## src/edf_pkg.sv

```systemverilog
`timescale 1ns / 1ps

package edf_pkg;

    localparam int MAX_TASKS = 16;
    localparam int TIME_BITS = 16;
    localparam int IDX_BITS  = $clog2(MAX_TASKS);
    localparam int CNT_BITS  = $clog2(MAX_TASKS + 1);

    localparam logic OP_LOAD = 1'b0;
    localparam logic OP_TICK = 1'b1;

    typedef logic [TIME_BITS-1:0] t_time;

    // controller to datapath
    typedef struct packed {
        logic                start;  // transfer taken: clear the scan result
        logic                load;   // transfer is a load: write the slot
        logic                step;   // visit slot idx
        logic                fix;    // settle the granted slot
        logic                emit;   // capture the result into the output register
        logic [IDX_BITS-1:0] idx;
    } t_dp_cmd;

endpackage

```

## src/edf_tick_scheduler_core.sv

```systemverilog
`timescale 1ns / 1ps
// Load: the slot is written as the transfer is taken; the EMIT state then captures the result.
// Tick: the SCAN state visits each active slot in turn (task_count capped at 16), then
//   the FIX and EMIT states follow; with no active slots the scan is skipped.
//   In either case the next input is taken in IDLE, after the result has been emitted.
// A held result register stalls emit and the input.
// Reset (synchronous, active low) clears all task tables, counters and task_count.
module edf_tick_scheduler_core (
    input  logic        i_clk,
    input  logic        i_rst_n,
    input  logic        i_cfg_we,
    input  logic [4:0]  i_cfg_data,
    input  logic        i_in_valid,
    output logic        o_in_ready,
    input  logic        i_op,
    input  logic [3:0]  i_task_index,
    input  logic [15:0] i_exec_time,
    input  logic [15:0] i_rel_deadline,
    input  logic [15:0] i_period_len,
    output logic        o_out_valid,
    input  logic        i_out_ready,
    output logic        o_idle,
    output logic [3:0]  o_running_task,
    output logic [15:0] o_miss_mask
);
    import edf_pkg::*;

    t_dp_cmd w_cmd;

    edf_ctrl u_ctrl (
        .i_clk       (i_clk),
        .i_rst_n     (i_rst_n),
        .i_cfg_we    (i_cfg_we),
        .i_cfg_data  (i_cfg_data),
        .i_in_valid  (i_in_valid),
        .i_op        (i_op),
        .i_out_ready (i_out_ready),
        .o_in_ready  (o_in_ready),
        .o_out_valid (o_out_valid),
        .o_cmd       (w_cmd)
    );

    edf_dpath u_dpath (
        .i_clk          (i_clk),
        .i_rst_n        (i_rst_n),
        .i_cmd          (w_cmd),
        .i_task_index   (i_task_index),
        .i_exec_time    (i_exec_time),
        .i_rel_deadline (i_rel_deadline),
        .i_period_len   (i_period_len),
        .o_idle         (o_idle),
        .o_running_task (o_running_task),
        .o_miss_mask    (o_miss_mask)
    );

    a_no_step_when_ready: assert property (@(posedge i_clk) disable iff (!i_rst_n)
        o_in_ready |-> !w_cmd.step && !w_cmd.fix)
        else $error("scan active while accepting input");

    a_emit_sets_valid: assert property (@(posedge i_clk) disable iff (!i_rst_n)
        w_cmd.emit |=> o_out_valid)
        else $error("emitted result not presented");

    a_load_no_scan: assert property (@(posedge i_clk) disable iff (!i_rst_n)
        w_cmd.load |=> !w_cmd.step && !w_cmd.fix)
        else $error("load started a scan");

    a_idle_task_zero: assert property (@(posedge i_clk) disable iff (!i_rst_n)
        o_out_valid && o_idle |-> o_running_task == 4'h0)
        else $error("idle result with nonzero task");

endmodule

```

## src/edf_ctrl.sv

```systemverilog
`timescale 1ns / 1ps

module edf_ctrl (
    input  logic            i_clk,
    input  logic            i_rst_n,
    input  logic            i_cfg_we,
    input  logic [4:0]      i_cfg_data,
    input  logic            i_in_valid,
    input  logic            i_op,
    input  logic            i_out_ready,
    output logic            o_in_ready,
    output logic            o_out_valid,
    output edf_pkg::t_dp_cmd o_cmd
);
    import edf_pkg::*;

    typedef enum logic [1:0] {S_IDLE, S_SCAN, S_FIX, S_EMIT} t_state;

    t_state              r_state;
    logic [4:0]          r_task_count;
    logic [CNT_BITS-1:0] r_j;
    logic                r_out_valid;
    logic [CNT_BITS-1:0] n_active;
    logic                n_accept;
    logic                n_emit;

    // task_count above the slot count acts as the slot count
    always_comb begin
        if (32'(r_task_count) > MAX_TASKS) begin
            n_active = CNT_BITS'(MAX_TASKS);
        end else begin
            n_active = CNT_BITS'(r_task_count);
        end
    end

    assign n_accept = i_in_valid && (r_state == S_IDLE);
    assign n_emit   = (r_state == S_EMIT) && (!r_out_valid || i_out_ready);

    always_comb begin
        o_cmd       = '0;
        o_cmd.start = n_accept;
        o_cmd.load  = n_accept && (i_op == OP_LOAD);
        o_cmd.step  = (r_state == S_SCAN);
        o_cmd.fix   = (r_state == S_FIX);
        o_cmd.emit  = n_emit;
        o_cmd.idx   = r_j[IDX_BITS-1:0];
    end

    always_ff @(posedge i_clk) begin
        if (!i_rst_n) begin
            r_state      <= S_IDLE;
            r_task_count <= '0;
            r_j          <= '0;
            r_out_valid  <= 1'b0;
        end else begin
            if (i_cfg_we) begin
                r_task_count <= i_cfg_data;
            end
            if (n_emit) begin
                r_out_valid <= 1'b1;
            end else if (i_out_ready) begin
                r_out_valid <= 1'b0;
            end
            unique case (r_state)
                S_IDLE: begin
                    if (n_accept) begin
                        r_j <= '0;
                        if (i_op == OP_LOAD) begin
                            r_state <= S_EMIT;
                        end else if (n_active == '0) begin
                            r_state <= S_FIX;
                        end else begin
                            r_state <= S_SCAN;
                        end
                    end
                end
                S_SCAN: begin
                    if (r_j == n_active - 1'b1) begin
                        r_state <= S_FIX;
                    end else begin
                        r_j <= r_j + 1'b1;
                    end
                end
                S_FIX: begin
                    r_state <= S_EMIT;
                end
                S_EMIT: begin
                    // hold until the output register is free
                    if (n_emit) begin
                        r_state <= S_IDLE;
                    end
                end
                default: begin
                    r_state <= S_IDLE;
                end
            endcase
        end
    end

    assign o_in_ready  = (r_state == S_IDLE);
    assign o_out_valid = r_out_valid;

endmodule

```

## src/edf_dpath.sv

```systemverilog
`timescale 1ns / 1ps

module edf_dpath (
    input  logic             i_clk,
    input  logic             i_rst_n,
    input  edf_pkg::t_dp_cmd i_cmd,
    input  logic [3:0]       i_task_index,
    input  logic [15:0]      i_exec_time,
    input  logic [15:0]      i_rel_deadline,
    input  logic [15:0]      i_period_len,
    output logic             o_idle,
    output logic [3:0]       o_running_task,
    output logic [15:0]      o_miss_mask
);
    import edf_pkg::*;

    t_time r_etab  [MAX_TASKS];
    t_time r_dtab  [MAX_TASKS];
    t_time r_ptab  [MAX_TASKS];
    t_time r_dleft [MAX_TASKS];
    t_time r_wleft [MAX_TASKS];
    t_time r_phase [MAX_TASKS];

    // scan result
    logic                r_found;
    logic [IDX_BITS-1:0] r_best;
    t_time               r_best_d;
    t_time               r_best_w;
    logic                r_best_bnd;
    logic                r_best_miss;
    logic [15:0]         r_mask;

    logic [IDX_BITS-1:0] n_widx;
    logic                n_load_ok;
    t_time               n_e, n_d, n_p;
    t_time               n_cur_d, n_cur_w;
    logic                n_bnd;
    logic                n_cand;
    logic [15:0]         n_bit;
    logic [15:0]         n_best_bit;

    assign n_widx    = IDX_BITS'(i_task_index);
    assign n_load_ok = (32'(i_task_index) < MAX_TASKS);
    assign n_e       = i_exec_time[TIME_BITS-1:0];
    assign n_d       = i_rel_deadline[TIME_BITS-1:0];
    assign n_p       = (i_period_len[TIME_BITS-1:0] == '0) ? t_time'(1)
                                                           : i_period_len[TIME_BITS-1:0];

    assign n_cur_d    = r_dleft[i_cmd.idx];
    assign n_cur_w    = r_wleft[i_cmd.idx];
    assign n_bnd      = (r_phase[i_cmd.idx] == r_ptab[i_cmd.idx] - 1'b1);
    assign n_cand     = (n_cur_w != '0) && (!r_found || n_cur_d < r_best_d);
    assign n_bit      = 16'(1) << i_cmd.idx;
    assign n_best_bit = 16'(1) << r_best;

    // slot state; a slot is updated as if not granted, fixed up after the scan
    always_ff @(posedge i_clk) begin
        if (!i_rst_n) begin
            for (int k = 0; k < MAX_TASKS; k++) begin
                r_etab[k]  <= '0;
                r_dtab[k]  <= '0;
                r_ptab[k]  <= '0;
                r_dleft[k] <= '0;
                r_wleft[k] <= '0;
                r_phase[k] <= '0;
            end
        end else begin
            if (i_cmd.load && n_load_ok) begin
                r_etab[n_widx]  <= n_e;
                r_dtab[n_widx]  <= n_d;
                r_ptab[n_widx]  <= n_p;
                r_dleft[n_widx] <= n_d;
                r_wleft[n_widx] <= n_e;
                r_phase[n_widx] <= '0;
            end
            if (i_cmd.step) begin
                if (n_bnd) begin
                    r_dleft[i_cmd.idx] <= r_dtab[i_cmd.idx];
                    r_wleft[i_cmd.idx] <= r_etab[i_cmd.idx];
                    r_phase[i_cmd.idx] <= '0;
                end else begin
                    if (n_cur_d != '0) begin
                        r_dleft[i_cmd.idx] <= n_cur_d - 1'b1;
                    end
                    r_phase[i_cmd.idx] <= r_phase[i_cmd.idx] + 1'b1;
                end
            end
            if (i_cmd.fix && r_found && !r_best_bnd) begin
                r_wleft[r_best] <= r_best_w - 1'b1;
            end
        end
    end

    always_ff @(posedge i_clk) begin
        if (!i_rst_n) begin
            r_found <= 1'b0;
            r_mask  <= '0;
        end else begin
            if (i_cmd.start) begin
                r_found <= 1'b0;
                r_mask  <= '0;
            end
            if (i_cmd.step) begin
                if (!n_bnd && n_cur_d == '0 && n_cur_w != '0) begin
                    r_mask <= r_mask | n_bit;
                end
                if (n_cand) begin
                    r_found     <= 1'b1;
                    r_best      <= i_cmd.idx;
                    r_best_d    <= n_cur_d;
                    r_best_w    <= n_cur_w;
                    r_best_bnd  <= n_bnd;
                    r_best_miss <= (n_cur_d == '0) && (n_cur_w != t_time'(1));
                end
            end
            // replace the granted slot's miss bit with its value after the grant
            if (i_cmd.fix && r_found && !r_best_bnd) begin
                r_mask <= (r_mask & ~n_best_bit) | (r_best_miss ? n_best_bit : 16'h0000);
            end
        end
    end

    always_ff @(posedge i_clk) begin
        if (i_cmd.emit) begin
            o_idle         <= !r_found;
            o_running_task <= r_found ? 4'(r_best) : 4'h0;
            o_miss_mask    <= r_mask;
        end
    end

endmodule
```

## config.mk

```make
export PLATFORM = sky130hd
export DESIGN_NAME = edf_tick_scheduler_core
export DESIGN_NICKNAME = d
export VERILOG_FILES = /design/src/edf_pkg.sv /design/src/edf_tick_scheduler_core.sv /design/src/edf_ctrl.sv /design/src/edf_dpath.sv
export SDC_FILE = /design/constraint.sdc
export NUM_CORES = 2
export LEC_CHECK = 0
export BUFFER_PORTS_ARGS = -buffer_cell sky130_fd_sc_hd__buf_2
export CAP_MARGIN = 10
export CORE_MARGIN = 2
export CORE_UTILIZATION = 55
export DETAILED_ROUTE_END_ITERATION = 12
export HOLD_SLACK_MARGIN = 0.03
export PLACE_DENSITY = 0.86
export RECOVER_POWER = 25
export SLEW_MARGIN = 20
export SYNTH_ARGS = -nofsm -noshare
export SYNTH_HDL_FRONTEND = slang
export SYNTH_SLANG_ARGS = --single-unit
```

## constraint.sdc

```tcl
create_clock -name i_clk -period 8.8 [get_ports i_clk]
set_input_delay 0.44 -clock i_clk [delete_from_list [all_inputs] [get_ports i_clk]]
set_output_delay 0.44 -clock i_clk [all_outputs]
set_load 0.01 [all_outputs]
```

==> reports/results.ini <==
[run_status]
outcome=finished, violations left
violations=max-capacitance violations, max-slew violations

[worst_setup_path]
critPathRequiredTime_ns=9.12
start_kind=register
max_stage_delay_ns=1.61
cp-end-kind=register
worstPathArrival_ns=8.17
slowest_stage=clkbuf_1
crit_path_frequent_cell=nand2_1
crit_path_cell_trace=buf_12 -> clkbuf_1 -> mux4_2 -> mux4_2 -> nor3_1 -> nand2_1 -> or3_1 -> nand2_1 -> buf_4 -> nand2_4 -> mux2_2 -> nand2_1
path_class=register to register
critPathBufInv=3
cp_max_fo=86
cp_top_family=buffers and inverters

[power]
ir_drop_mv=0.174
switchingPower_mw=5.22
pwr-share-clk_pct=35.0
power_density_mw_per_mm2=238
swShare_pct=27.1
pwr-share-comb_pct=17.8
leakage_nw=29.5
power_frac_seq_pct=47.2
intPower_mw=14.1

[job]
max_cap_viol_count=16

[synth]
yosys-top-cells-area=edfxtp_1, mux4_2, and3_1, nor2_1, and2_1
yosys.cell_types.count=71
ys_ff_latch=1629
synth_edf_count=1595
synth_top_area_share_pct=64.6
syn_inst=5006
synth_area_mm2=0.0742
syn-num-nets=5099
synth-async-reset-ratio_pct=0
ys_top_cells_by_count=edfxtp_1, nor2_1, and3_1, mux4_2, clkbuf_1
yosysMostFrequentCell=edfxtp_1
yosys_most_used_dff=edfxtp_1
yosysTopAreaCell=edfxtp_1
ys_seq_area_share_pct=65.5
ys_warn_count=0
syn_area_per_cell_um2=14.8

[global_route]
grt_pass1_vias=46700
grtUsageMet1_pct=39.6
antenna_found_initial=11
grt_pass1_wl_um=301000
use_met2_pct=46.1
gr-total-overflow=0
busiest_layer=met2
track_usage_pct=29.7
grtUsageMet3_pct=7.63
grt_max_degree=109

[floorplanning]
io_pins=86
core_mm2=0.134
start_util_pct=55.5
dieWidth_um=371
rows=134
die_area_mm2=0.138
die_h_um=371

[placed_design]
place.gp.congestion=0.923
hpwl_um=115000
place_ws_ns=1.65
portBuffers=85

[timing]
setup_slack_ns=0.952
setup_viol=0
tns_ns=0
period_share_pct=89.2
report.final.slew_viol_count=674
relSlewSlack_pct=-195
worstMarginPinSlew_ns=4.42
period_needed_ns=7.85
fmax_mhz=127
hold_viol=0
grt_setup_unrepaired=false
skew_ns=0.0346

[clocking]
cts_buffer_depth=3
cts_num_sinks=1629
root_buffer=clkbuf_16
cts-buffers-inserted=161
h-tree-depth=4
clk_latency_ns=0.81
cts_tree=done
post_cts_buffers=0
clk_pin_slew_worst_paths_ns=0.06

[detailed_routing]
drt_iter0_drc=8847
drc_errors=0
num_vias=47400
dr.pass1.iters=9
wl_um=206000
ant_nets=0
via_per_inst=6.95
wl_per_cell_um=30.2

[final_layout]
fillers=8956
drive_gt1_share_pct=18.2
num-nets-final=5002
area_delta_synth_final_pct=9.23

[hold_path]
hold_path_class=input pin to register

==> logic make-up (layout without fill, tap and decap cells) <==
| group | Yosys count | count (layout) | synth area share [%] |
|---|---|---|---|
| other cells | 0 | 5 | 0 |
| buf+inv | 486 | 519 | 2.82 |
| xor+xnor | 72 | 72 | 0.850 |
| compound gates | 193 | 193 | 1.77 |
| fa+ha+maj | 30 | 30 | 0.506 |
| simple gates | 2063 | 2063 | 13.8 |
| flops | 1629 | 1629 | 65.5 |
| mux | 533 | 533 | 14.8 |
==> flip-flops by register name, indices dropped and copies added, names as in the netlist, 16 cells and up, named ones only <==
name                 cells
u_dpath.r_phase        256
u_dpath.r_dleft        256
u_dpath.r_wleft        256
u_dpath.o_miss_mask     16
u_dpath.r_etab         256
u_dpath.r_ptab         256
u_dpath.r_best_w        16
u_dpath.r_dtab         256
u_dpath.r_best_d        16
==> cells in the final DEF (no fill, tap or decap), drive strengths merged, types with 41 or more instances in the layout <==
master,netlist,layout
and2,208,208
nor3,59,59
inv,34,41
nor2,883,883
clkbuf,314,231
buf,138,147
clkinv,0,76
and3,549,549
mux2i,69,69
mux4,449,449
edfxtp,1595,1595
xnor2,43,43
nand2,211,211
a21oi,53,53
==> per-layer routing <==
| metal | part of all wire (%) | routed length, um |
|---|---|---|
| met1 | 33 | 67600 |
| met4 | 5.2 | 10700 |
| met2 | 47 | 95800 |
| met3 | 15 | 31500 |
| met5 | 0.049 | 101 |
==> layout make-up <==
type                    instances  area, um^2  share of cell area (%)
flip-flops and latches       1629       48600                    60.0
multi-input cells            2891       23800                    29.3
diodes                          5        12.5                  0.0154
clock inverters                96         817                    1.01
repair buffers                192        1260                    1.55
clock buffers                 197        4250                    5.24
well taps                    1768        2210                    2.73
inverters                      34         128                   0.157
==> through the flow <==
stage	total power [mW]	utilization (%)	hold WS, ns	area (um^2)	instances
6_report	19.3	60.7	0.107	81000	6812
5_1_grt	19.7	60.6	0.102	81000	6809
4_1_cts	19.2	60.7	0.0668	81100	6807
3_5_place_dp	12.5	56.8	0.468	75900	6503
3_3_place_gp	12.4	56.8	0.466	75900	6503
2_1_floorplan	11.6	-	0.406	74200	5006
==> tightest hold or removal path, cell delays in order <==
cell	delay, ns
buf_2	0.16
nand3_1	0.09
o2111ai_1	0.09
a21oi_1	0.07
==> final timing paths <==
path             from  depth (start not counted)  slack (ns)                      end
max          register                         12        0.95  u_dpath.r_dleft[12][13]
min reg2reg  register                          0        0.49   u_dpath.o_miss_mask[7]
min              i_op                          4        0.11        u_ctrl.r_state[0]
max reg2reg  register                         12        0.95  u_dpath.r_dleft[12][13]
==> power groups by stage <==
stage	combinational, mW	sequential [mW]	clock [mW]
floorplan	2.50	9.11	0
global placement	3.23	9.21	0
detailed placement	3.30	9.24	0
CTS	3.36	9.09	6.73
global route	3.57	9.13	7.01
finish	3.42	9.10	6.76
==> what timing repair did <==
| item | CTS | global route |
|---|---|---|
| hold endpoints to repair | 6 | 0 |
| hold buffers | 11 | 0 |
| resized for setup | 0 | 0 |
Note: power is estimated with default switching activity, not from simulation.
